===== config.mk =====
export PLATFORM = sky130hd
export DESIGN_NAME = file_reader_writer_lock_table
export DESIGN_NICKNAME = d
export VERILOG_FILES = /design/src/hw/rtl/frwl_pkg.sv /design/src/hw/rtl/frwl_ram.sv /design/src/hw/rtl/file_reader_writer_lock_table.sv
export SDC_FILE = /design/constraint.sdc
export NUM_CORES = 2
export LEC_CHECK = 0
export BUFFER_PORTS_ARGS = -buffer_cell sky130_fd_sc_hd__clkbuf_2
export CORE_MARGIN = 3
export CORE_UTILIZATION = 33
export CTS_CLUSTER_DIAMETER = 30
export CTS_CLUSTER_SIZE = 14
export DETAILED_ROUTE_END_ITERATION = 7
export GPL_TIMING_DRIVEN = 0
export PLACE_DENSITY = 0.5
export SETUP_SLACK_MARGIN = 0.2
export SYNTH_ARGS = -nofsm -noshare
export SYNTH_HDL_FRONTEND = slang
export SYNTH_HIERARCHICAL = 1
export SYNTH_SLANG_ARGS = --single-unit

===== constraint.sdc =====
create_clock -name clk -period 10.1 [get_ports clk]
set_input_delay 0.505 -clock clk [delete_from_list [all_inputs] [get_ports clk]]
set_output_delay 0.505 -clock clk [all_outputs]
set_load 0.1 [all_outputs]

===== src/hw/rtl/frwl_pkg.sv =====
// Shared types, constants and codes of the file lock table.
// No dependencies.
package frwl_pkg;

    localparam int SLOT_COUNT_DEF = 32;
    localparam int KEY_BITS_DEF   = 32;
    localparam int KIND_COUNT     = 6;
    localparam int CNT_BITS       = 8;

    typedef enum logic [1:0] {
        MODE_ACQUIRE = 2'd0,
        MODE_RELEASE = 2'd1,
        MODE_QUERY   = 2'd2,
        MODE_OPTION  = 2'd3
    } mode_t;

    typedef enum logic [2:0] {
        KIND_READ    = 3'd0,
        KIND_LREAD   = 3'd1,
        KIND_APPEND  = 3'd2,
        KIND_LAPPEND = 3'd3,
        KIND_WRITE   = 3'd4,
        KIND_LWRITE  = 3'd5
    } kind_t;

    typedef enum logic [2:0] {
        ST_OK      = 3'd0,
        ST_FULL    = 3'd1,
        ST_DENIED  = 3'd2,
        ST_RETRY   = 3'd3,
        ST_BADSLOT = 3'd4,
        ST_ZERO    = 3'd5,
        ST_BADKEY  = 3'd6
    } status_t;

    typedef enum logic [2:0] {
        S_IDLE,
        S_CLEAR,
        S_SCAN,
        S_READ,
        S_DECIDE,
        S_DONE
    } state_t;

endpackage


===== src/hw/rtl/frwl_ram.sv =====
// Generic single-port-write, single-port-read RAM with registered read.
// No dependencies.
module frwl_ram #(
    parameter int WIDTH = 8,
    parameter int DEPTH = 32
) (
    input  logic                     clk,
    input  logic                     we,
    input  logic [$clog2(DEPTH)-1:0] waddr,
    input  logic [WIDTH-1:0]         wdata,
    input  logic [$clog2(DEPTH)-1:0] raddr,
    output logic [WIDTH-1:0]         rdata
);
    logic [WIDTH-1:0] mem [DEPTH];

    // Write port and registered read port
    always_ff @(posedge clk)
    begin
        if (we)
        begin
            mem[waddr] <= wdata;
        end
        rdata <= mem[raddr];
    end
endmodule


===== src/hw/rtl/file_reader_writer_lock_table.sv =====
// Top level of the file lock table: control sequencer over one slot memory.
// Depends on frwl_pkg and frwl_ram.
//
// Usage: an input transaction (mode, file_key, access_kind, slot_index,
// can_wait, option_value) is taken when in_valid is high and in_stall low.
// Exactly one result transaction (status, granted_slot, access_level,
// delete_option, slot_freed) follows on the out channel, held until the
// receiver drops out_stall. One item is worked on at a time.
// Each slot (key, six 8-bit counters, option) is one word of a memory with
// registered read. Acquire and query scan all SLOT_COUNT slots, one read per
// cycle, then read-modify-write the chosen slot. Release and raise-option
// read the named slot directly. The scan goes through the memory's single
// read port. A finished result sits in the output register, and the next
// item is taken only after the result has been taken. A stalled receiver
// holds the whole block.
// After reset a clearing pass writes every slot to empty, during which
// in_stall stays high.
module file_reader_writer_lock_table
    import frwl_pkg::*;
#(
    parameter int SLOT_COUNT = SLOT_COUNT_DEF,
    parameter int KEY_BITS   = KEY_BITS_DEF
) (
    input  logic        clk,
    input  logic        rst_n,
    input  logic        in_valid,
    output logic        in_stall,
    input  logic [1:0]  mode,
    input  logic [31:0] file_key,
    input  logic [2:0]  access_kind,
    input  logic [4:0]  slot_index,
    input  logic        can_wait,
    input  logic [1:0]  option_value,
    output logic        out_valid,
    input  logic        out_stall,
    output logic [2:0]  status,
    output logic [4:0]  granted_slot,
    output logic [1:0]  access_level,
    output logic [1:0]  delete_option,
    output logic        slot_freed
);
    localparam int SB = (SLOT_COUNT > 1) ? $clog2(SLOT_COUNT) : 1;
    localparam int CW = SB + 1;
    localparam int WW = KEY_BITS + KIND_COUNT*CNT_BITS + 2;
    localparam int KB = (KEY_BITS < 32) ? KEY_BITS : 32;

    state_t state_reg, state_next;

    logic [CW-1:0]       cnt_reg, cnt_next;
    logic [1:0]          mode_reg;
    logic [KEY_BITS-1:0] key_reg;
    logic [2:0]          kind_reg;
    logic [4:0]          idx_reg;
    logic                wait_reg;
    logic [1:0]          opt_reg;
    logic                hit_reg, hit_next;
    logic                free_reg, free_next;
    logic [SB-1:0]       hslot_reg, hslot_next;
    logic [SB-1:0]       fslot_reg, fslot_next;
    logic                rvalid_reg;
    logic [SB-1:0]       rslot_reg;

    logic                o_valid_reg;
    logic [2:0]          o_status_reg;
    logic [4:0]          o_slot_reg;
    logic [1:0]          o_level_reg;
    logic [1:0]          o_opt_reg;
    logic                o_freed_reg;

    logic          we;
    logic [SB-1:0] waddr, raddr;
    logic [WW-1:0] wdata, rdata;

    frwl_ram #(.WIDTH(WW), .DEPTH(SLOT_COUNT)) u_slots (
        .clk(clk), .we(we), .waddr(waddr), .wdata(wdata),
        .raddr(raddr), .rdata(rdata)
    );

    // Unpack the slot word
    logic [KEY_BITS-1:0] r_key;
    logic [1:0]          r_opt;
    logic [CNT_BITS-1:0] r_cnt [KIND_COUNT];
    always_comb
    begin
        r_key = rdata[WW-1 -: KEY_BITS];
        r_opt = rdata[1:0];
        for (int i = 0; i < KIND_COUNT; i++)
        begin
            r_cnt[i] = rdata[2 + i*CNT_BITS +: CNT_BITS];
        end
    end

    logic [KEY_BITS-1:0] key_in;
    assign key_in = KEY_BITS'(file_key[KB-1:0]);

    logic       accept;
    logic       idx_ok;
    logic       kind_ok;
    logic       need_scan;
    assign accept    = in_valid && !in_stall;
    assign idx_ok    = ({27'd0, idx_reg} < 32'(SLOT_COUNT));
    assign kind_ok   = (kind_reg < 3'(KIND_COUNT));
    assign need_scan = (mode == MODE_ACQUIRE) || (mode == MODE_QUERY);

    // Next state
    always_comb
    begin
        state_next = state_reg;
        case (state_reg)
            S_IDLE:
            begin
                if (accept)
                begin
                    state_next = need_scan ? S_SCAN : S_READ;
                end
            end
            S_CLEAR:
            begin
                if (cnt_reg == CW'(SLOT_COUNT - 1))
                begin
                    state_next = S_IDLE;
                end
            end
            S_SCAN:
            begin
                if (cnt_reg == CW'(SLOT_COUNT))
                begin
                    state_next = S_READ;
                end
            end
            S_READ:   state_next = S_DECIDE;
            S_DECIDE: state_next = S_DONE;
            S_DONE:
            begin
                if (!o_valid_reg)
                begin
                    state_next = S_IDLE;
                end
            end
            default:  state_next = S_IDLE;
        endcase
    end

    // Scan tracking: compare each returned slot with the key
    always_comb
    begin
        cnt_next   = cnt_reg;
        hit_next   = hit_reg;
        free_next  = free_reg;
        hslot_next = hslot_reg;
        fslot_next = fslot_reg;
        if (state_reg == S_IDLE)
        begin
            cnt_next  = '0;
            hit_next  = 1'b0;
            free_next = 1'b0;
        end
        else if (state_reg == S_CLEAR || state_reg == S_SCAN)
        begin
            cnt_next = cnt_reg + CW'(1);
        end
        if (state_reg == S_SCAN && rvalid_reg)
        begin
            if (r_key == '0)
            begin
                if (!free_reg)
                begin
                    free_next  = 1'b1;
                    fslot_next = rslot_reg;
                end
            end
            else if (r_key == key_reg && !hit_reg)
            begin
                hit_next   = 1'b1;
                hslot_next = rslot_reg;
            end
        end
    end

    // Target slot of the read-modify-write
    logic [SB-1:0] tslot;
    always_comb
    begin
        if (mode_reg == MODE_ACQUIRE || mode_reg == MODE_QUERY)
        begin
            tslot = hit_reg ? hslot_reg : fslot_reg;
        end
        else
        begin
            tslot = SB'(idx_reg);
        end
    end

    // Read address
    always_comb
    begin
        raddr = tslot;
        if (state_reg == S_SCAN)
        begin
            raddr = cnt_reg[SB-1:0];
        end
    end

    // Decide: evaluate the rules on the read slot and build write-back
    logic [2:0]          d_status;
    logic [4:0]          d_slot;
    logic [1:0]          d_level;
    logic [1:0]          d_opt;
    logic                d_freed;
    logic                d_we;
    logic [WW-1:0]       d_wdata;
    logic [CNT_BITS-1:0] n_cnt [KIND_COUNT];
    logic [1:0]          n_opt;
    logic [KEY_BITS-1:0] n_key;
    logic                any_cnt;
    logic                busy;
    logic                ack_ok;
    logic [CNT_BITS-1:0] c_sel;
    always_comb
    begin
        d_status = ST_OK;
        d_slot   = '0;
        d_level  = '0;
        d_opt    = '0;
        d_freed  = 1'b0;
        d_we     = 1'b0;
        n_key    = r_key;
        n_opt    = r_opt;
        any_cnt  = 1'b0;
        ack_ok   = 1'b0;
        for (int i = 0; i < KIND_COUNT; i++)
        begin
            n_cnt[i] = r_cnt[i];
        end
        c_sel = '0;
        for (int i = 0; i < KIND_COUNT; i++)
        begin
            if (kind_reg == 3'(i))
            begin
                c_sel = r_cnt[i];
            end
        end
        busy = (r_cnt[KIND_WRITE] != '0) || (r_cnt[KIND_APPEND] != '0);
        case (mode_t'(mode_reg))
            MODE_ACQUIRE:
            begin
                if (key_reg == '0)
                begin
                    d_status = ST_BADKEY;
                end
                else if (!kind_ok)
                begin
                    d_status = ST_DENIED;
                end
                else if (!hit_reg && !free_reg)
                begin
                    d_status = ST_FULL;
                end
                else if (r_cnt[KIND_LWRITE] != '0)
                begin
                    d_status = ST_DENIED;
                end
                else if (kind_reg >= KIND_APPEND && r_cnt[KIND_LAPPEND] != '0)
                begin
                    d_status = ST_DENIED;
                end
                else if (busy)
                begin
                    d_status = wait_reg ? ST_RETRY : ST_DENIED;
                end
                else if (c_sel == '1)
                begin
                    d_status = ST_DENIED;
                end
                else
                begin
                    ack_ok = 1'b1;
                    d_we   = 1'b1;
                    d_slot = 5'(tslot);
                    n_key  = key_reg;
                    for (int i = 0; i < KIND_COUNT; i++)
                    begin
                        if (kind_reg == 3'(i))
                        begin
                            n_cnt[i] = r_cnt[i] + CNT_BITS'(1);
                        end
                    end
                end
            end
            MODE_RELEASE:
            begin
                if (!idx_ok || r_key == '0)
                begin
                    d_status = ST_BADSLOT;
                end
                else if (!kind_ok)
                begin
                    d_status = ST_DENIED;
                end
                else
                begin
                    d_we  = 1'b1;
                    d_opt = r_opt;
                    if (c_sel == '0)
                    begin
                        d_status = ST_ZERO;
                    end
                    for (int i = 0; i < KIND_COUNT; i++)
                    begin
                        if (kind_reg == 3'(i) && r_cnt[i] != '0)
                        begin
                            n_cnt[i] = r_cnt[i] - CNT_BITS'(1);
                        end
                        any_cnt = any_cnt || (n_cnt[i] != '0);
                    end
                    if (!any_cnt)
                    begin
                        d_freed = 1'b1;
                        n_key   = '0;
                        n_opt   = '0;
                    end
                end
            end
            MODE_QUERY:
            begin
                if (key_reg == '0)
                begin
                    d_status = ST_BADKEY;
                end
                else if (hit_reg)
                begin
                    if (r_cnt[KIND_LWRITE] != '0 || r_cnt[KIND_WRITE] != '0)
                    begin
                        d_level = 2'd3;
                    end
                    else if (r_cnt[KIND_LAPPEND] != '0 || r_cnt[KIND_APPEND] != '0)
                    begin
                        d_level = 2'd2;
                    end
                    else
                    begin
                        d_level = 2'd1;
                    end
                end
            end
            MODE_OPTION:
            begin
                if (!idx_ok || r_key == '0)
                begin
                    d_status = ST_BADSLOT;
                end
                else
                begin
                    d_we = 1'b1;
                    if (opt_reg > r_opt)
                    begin
                        n_opt = opt_reg;
                    end
                    d_opt = n_opt;
                end
            end
            default: d_status = ST_OK;
        endcase
        d_wdata = {n_key, n_cnt[5], n_cnt[4], n_cnt[3], n_cnt[2], n_cnt[1],
                   n_cnt[0], n_opt};
    end

    // Write port: clearing pass or decided write-back
    always_comb
    begin
        we    = 1'b0;
        waddr = tslot;
        wdata = d_wdata;
        if (state_reg == S_CLEAR)
        begin
            we    = 1'b1;
            waddr = cnt_reg[SB-1:0];
            wdata = '0;
        end
        else if (state_reg == S_DECIDE)
        begin
            we = d_we;
        end
    end

    // Handshake outputs
    always_comb
    begin
        in_stall      = (state_reg != S_IDLE);
        out_valid     = o_valid_reg;
        status        = o_status_reg;
        granted_slot  = o_slot_reg;
        access_level  = o_level_reg;
        delete_option = o_opt_reg;
        slot_freed    = o_freed_reg;
    end

    // Control registers
    always_ff @(posedge clk or negedge rst_n)
    begin
        if (!rst_n)
        begin
            state_reg   <= S_CLEAR;
            cnt_reg     <= '0;
            hit_reg     <= 1'b0;
            free_reg    <= 1'b0;
            rvalid_reg  <= 1'b0;
            o_valid_reg <= 1'b0;
        end
        else
        begin
            state_reg  <= state_next;
            cnt_reg    <= cnt_next;
            hit_reg    <= hit_next;
            free_reg   <= free_next;
            rvalid_reg <= (state_reg == S_SCAN) && (cnt_reg < CW'(SLOT_COUNT));
            if (state_reg == S_DECIDE)
            begin
                o_valid_reg <= 1'b1;
            end
            else if (o_valid_reg && !out_stall)
            begin
                o_valid_reg <= 1'b0;
            end
        end
    end

    // Payload registers
    always_ff @(posedge clk)
    begin
        hslot_reg <= hslot_next;
        fslot_reg <= fslot_next;
        rslot_reg <= cnt_reg[SB-1:0];
        if (accept)
        begin
            mode_reg <= mode;
            key_reg  <= key_in;
            kind_reg <= access_kind;
            idx_reg  <= slot_index;
            wait_reg <= can_wait;
            opt_reg  <= (option_value == 2'd3) ? 2'd2 : option_value;
        end
        if (state_reg == S_DECIDE)
        begin
            o_status_reg <= d_status;
            o_slot_reg   <= d_slot;
            o_level_reg  <= d_level;
            o_opt_reg    <= d_opt;
            o_freed_reg  <= d_freed;
        end
    end

    // A result appears only after a decide step
    a_result_from_decide: assert property (@(posedge clk) disable iff (!rst_n)
        $rose(o_valid_reg) |-> $past(state_reg == S_DECIDE))
        else $error("result raised outside decide step");

    // No item taken while a result or work is pending
    a_one_at_a_time: assert property (@(posedge clk) disable iff (!rst_n)
        (in_valid && !in_stall) |-> !o_valid_reg)
        else $error("item accepted with pending result");

    // A granted acquire reports ok
    a_grant_ok: assert property (@(posedge clk) disable iff (!rst_n)
        (state_reg == S_DECIDE && ack_ok) |-> (d_status == ST_OK && d_we))
        else $error("grant without ok status");

    // Freeing only on release
    a_free_release: assert property (@(posedge clk) disable iff (!rst_n)
        (state_reg == S_DECIDE && d_freed) |-> (mode_reg == MODE_RELEASE))
        else $error("slot freed outside release");
endmodule

==> impl_metrics.tcl <==
set metrics [dict create \
    first_iter_violations 7530 \
    worstReg2RegStart "mode_reg[0]" \
    grt_overflow 0 \
    place_inst 10460 \
    clock_sinks 2792 \
    clockRootBuffer "clkbuf_16" \
    fin_cells 11550 \
    rr_endpoint "u_slots/rdata[59]" \
    crit_arrival_ns 8.34 \
    yosysWarnings 6 \
    place_ws_ns 2.825 \
    ant_nets 0 \
    end_kind "register" \
    syn_to_final_growth_pct 28.51 \
    place.port_buffers 63 \
    synthCells 5794 \
    synth-edff-count 2692 \
    setup_ws_ns 2.335 \
    synth.distinct_cells 83 \
    skew_ns 0.07351 \
    vias 63660 \
    p_per_area_mw_per_mm2 343.4 \
    grt_pass1_wl_um 517200 \
    path_max_fanout 10 \
    drv_cap 3 \
    fp.dieH_um 582.8 \
    fin_crit_ns 7.765 \
    antenna_found_initial 16 \
    hold_end "opt_reg[0]" \
    path_class "register to register" \
    timing.final.crit_share_pct 76.88 \
    cpPeakStageDelay_ns 1.13 \
    crit_chain "clkbuf_1 -> buf_1 -> a21oi_1 -> o21ai_0 -> buf_4 -> buf_4 -> clkbuf_1 -> mux4_2 -> a22oi_1 -> nand4_1" \
    final_cell_mix "2692 x edfxtp_1, 727 x mux2i_1, 574 x clkbuf_16, 424 x a22oi_1, 330 x mux4_2" \
    whs_path_depth 2 \
    mostFrequentLayoutCell "edfxtp_1" \
    drt_pass1_iterations 7 \
    outcome "finished with violations" \
    grt_max_degree 46 \
    r2r_setup_slack_ns 2.34 \
    worst_slew_pin_slew_ns 1.513 \
    drive_gt1_share_pct 25.94 \
    power.leakage_nw 46.78 \
    dpl.hpwl_um 261600 \
    timing.slew.headroom_pct -0.8800 \
    vias_per_cell 5.510 \
    maxSlewViolCount 33 \
    fmax_ghz 0.1288 \
    tns_ns 0 \
    min-delay-start "option_value[0]" \
    ys_seq_area_share_pct 75.51 \
    wl_um 377000 \
    peakVddDrop_mv 0.1759 \
    io_pins 64 \
    largest_register_ffs 2624 \
    rows 211 \
    path_clk_slew_ns 0.05 \
    min_path_type "input port to register" \
    die-area_mm2 0.3397 \
    route.detailed.wl_per_inst_um 32.63 \
    synth_ff_type "edfxtp_1" \
    insertion_delay_ns 1.01 \
    avgSynthCellArea_um2 18.95 \
    syn_area_mm2 0.1098 \
    globalplace.congestion 0.9460 \
    cp.required_ns 10.67 \
    synth-seq-cells 2792 \
    setup_viol 0 \
    h-tree-depth 6 \
    finalHoldViolations 0 \
    cp-start-kind "register" \
    cts_tree "built" \
    syn_nets 5864 \
    worst_r2r_path_depth 10 \
    async_reset_ff_share_pct 0.4656 \
    core_mm2 0.3308 \
    cts_made_buffers 570 \
    die_width_um 582.8 \
    rsz0062_at_grt "false" \
    initial_core_util_pct 33.19 \
    fin_nets 6783 \
    slowest_stage "clkbuf_1" \
    drc 0 \
    violations "max-capacitance violations, max-slew violations" \
    grt_pass1_vias 63720 \
    cts_buffer_depth 4 \
    grt.total_usage_pct 21.80 \
]
==> power by group <==
part	internal [mW]	total, mW	leakage, nW	switching [mW]
logic	4.28	13.5	12.0	9.17
clock network	12.6	18.9	9.42	6.30
registers	15.6	16.1	25.3	0.547
==> per-layer routing <==
layer / up-vias / global-route usage, % / wire [µm]
met5: - / 0 / 32
met4: 4 / 7.551 / 11970
met3: 536 / 4.205 / 30950
met2: 2995 / 33.54 / 173100
met1: 34120 / 30.88 / 161000
li1: 26010 / - / -
==> synthesized netlist by cell type (all sizes together), types with 29 or more instances <==
cell type | number | share of area (%)
edfxtp | 2692 | 74
mux2i | 728 | 6.6
a22oi | 424 | 2.9
mux4 | 330 | 6.8
buf | 207 | 1.1
nand3 | 189 | 0.86
clkbuf | 145 | 0.50
nor2 | 137 | 0.47
dfxtp | 87 | 1.6
nand2 | 86 | 0.29
a21oi | 82 | 0.37
nor3 | 70 | 0.45
a31oi | 62 | 0.35
nand4 | 60 | 0.34
a22o | 43 | 0.34
nor4 | 41 | 0.27
o21ai | 39 | 0.18
inv | 29 | 0.099
==> area by class of cell <==
cell class | instances | area, µm²
clock buffers | 662 | 14800
clock inverters | 376 | 4877
fillers | 28830 | 189700
repair buffers | 347 | 5385
well taps | 4366 | 5463
inverters | 29 | 108.9
diodes | 8 | 20.02
multi-input cells | 2621 | 25770
flip-flops and latches | 2792 | 82910
plain buffers | 352 | 1773
==> timing repair <==
| item | in CTS | in global routing |
|---|---|---|
| buffers inserted | 0 | 0 |
| gates resized for setup | 0 | 0 |
| setup endpoints to repair | 0 | 0 |
| hold buffers | 49 | 0 |
| hold endpoints to repair | 60 | 0 |
==> how the worst max path moves through the flow <==
| stage | slack, ns | startpoint | cells after the start | endpoint |
|---|---|---|---|---|
| after floorplan | 2.34 | u_slots/rdata[34] | 15 | u_slots/mem[28][0] |
| after global placement | -5.87 | u_slots/rdata[42] | 15 | u_slots/mem[31][60] |
| after detailed placement | 2.82 | u_slots/rdata[42] | 19 | u_slots/mem[22][57] |
| after CTS | 2.76 | mode_reg[0] | 10 | u_slots/rdata[70] |
| after global routing | 2.43 | u_slots/rdata[42] | 19 | u_slots/mem[22][71] |
| final | 2.34 | mode_reg[0] | 10 | u_slots/rdata[59] |
==> through the flow <==
step                instance area, µm²  total power [mW]  hold WS (ns)  utilization [%]
floorplan                       109800             23.13        0.2094                -
global placement                115600             28.58        0.3602            34.94
detailed placement              120900             29.68        0.3696            36.55
CTS                             141100             48.69       0.02723            42.65
global route                    141100             49.99       0.04177            42.65
finish                          141100             48.46       0.08494            42.66
==> critical path: cells and delay by family, from the launching register on <==
kind	cells	cell delay, ns
and+or+nand+nor	1	0.77
muxes	1	0.45
DFF	1	0.51
buffers and inverters	5	3.52
AOI/OAI and AO/OA	3	1.99
==> cells by family after synthesis <==
| family | after synthesis | synth area share [%] |
|---|---|---|
| muxes | 1065 | 13.48 |
| AOI/OAI and AO/OA | 763 | 5.059 |
| and+or+nand+nor | 720 | 3.595 |
| DFF | 2792 | 75.51 |
| adders and majority gates | 21 | 0.2393 |
| buffers and inverters | 381 | 1.709 |
| xor gates and xnor gates | 52 | 0.4148 |
Note: power is estimated with default switching activity, not from simulation.
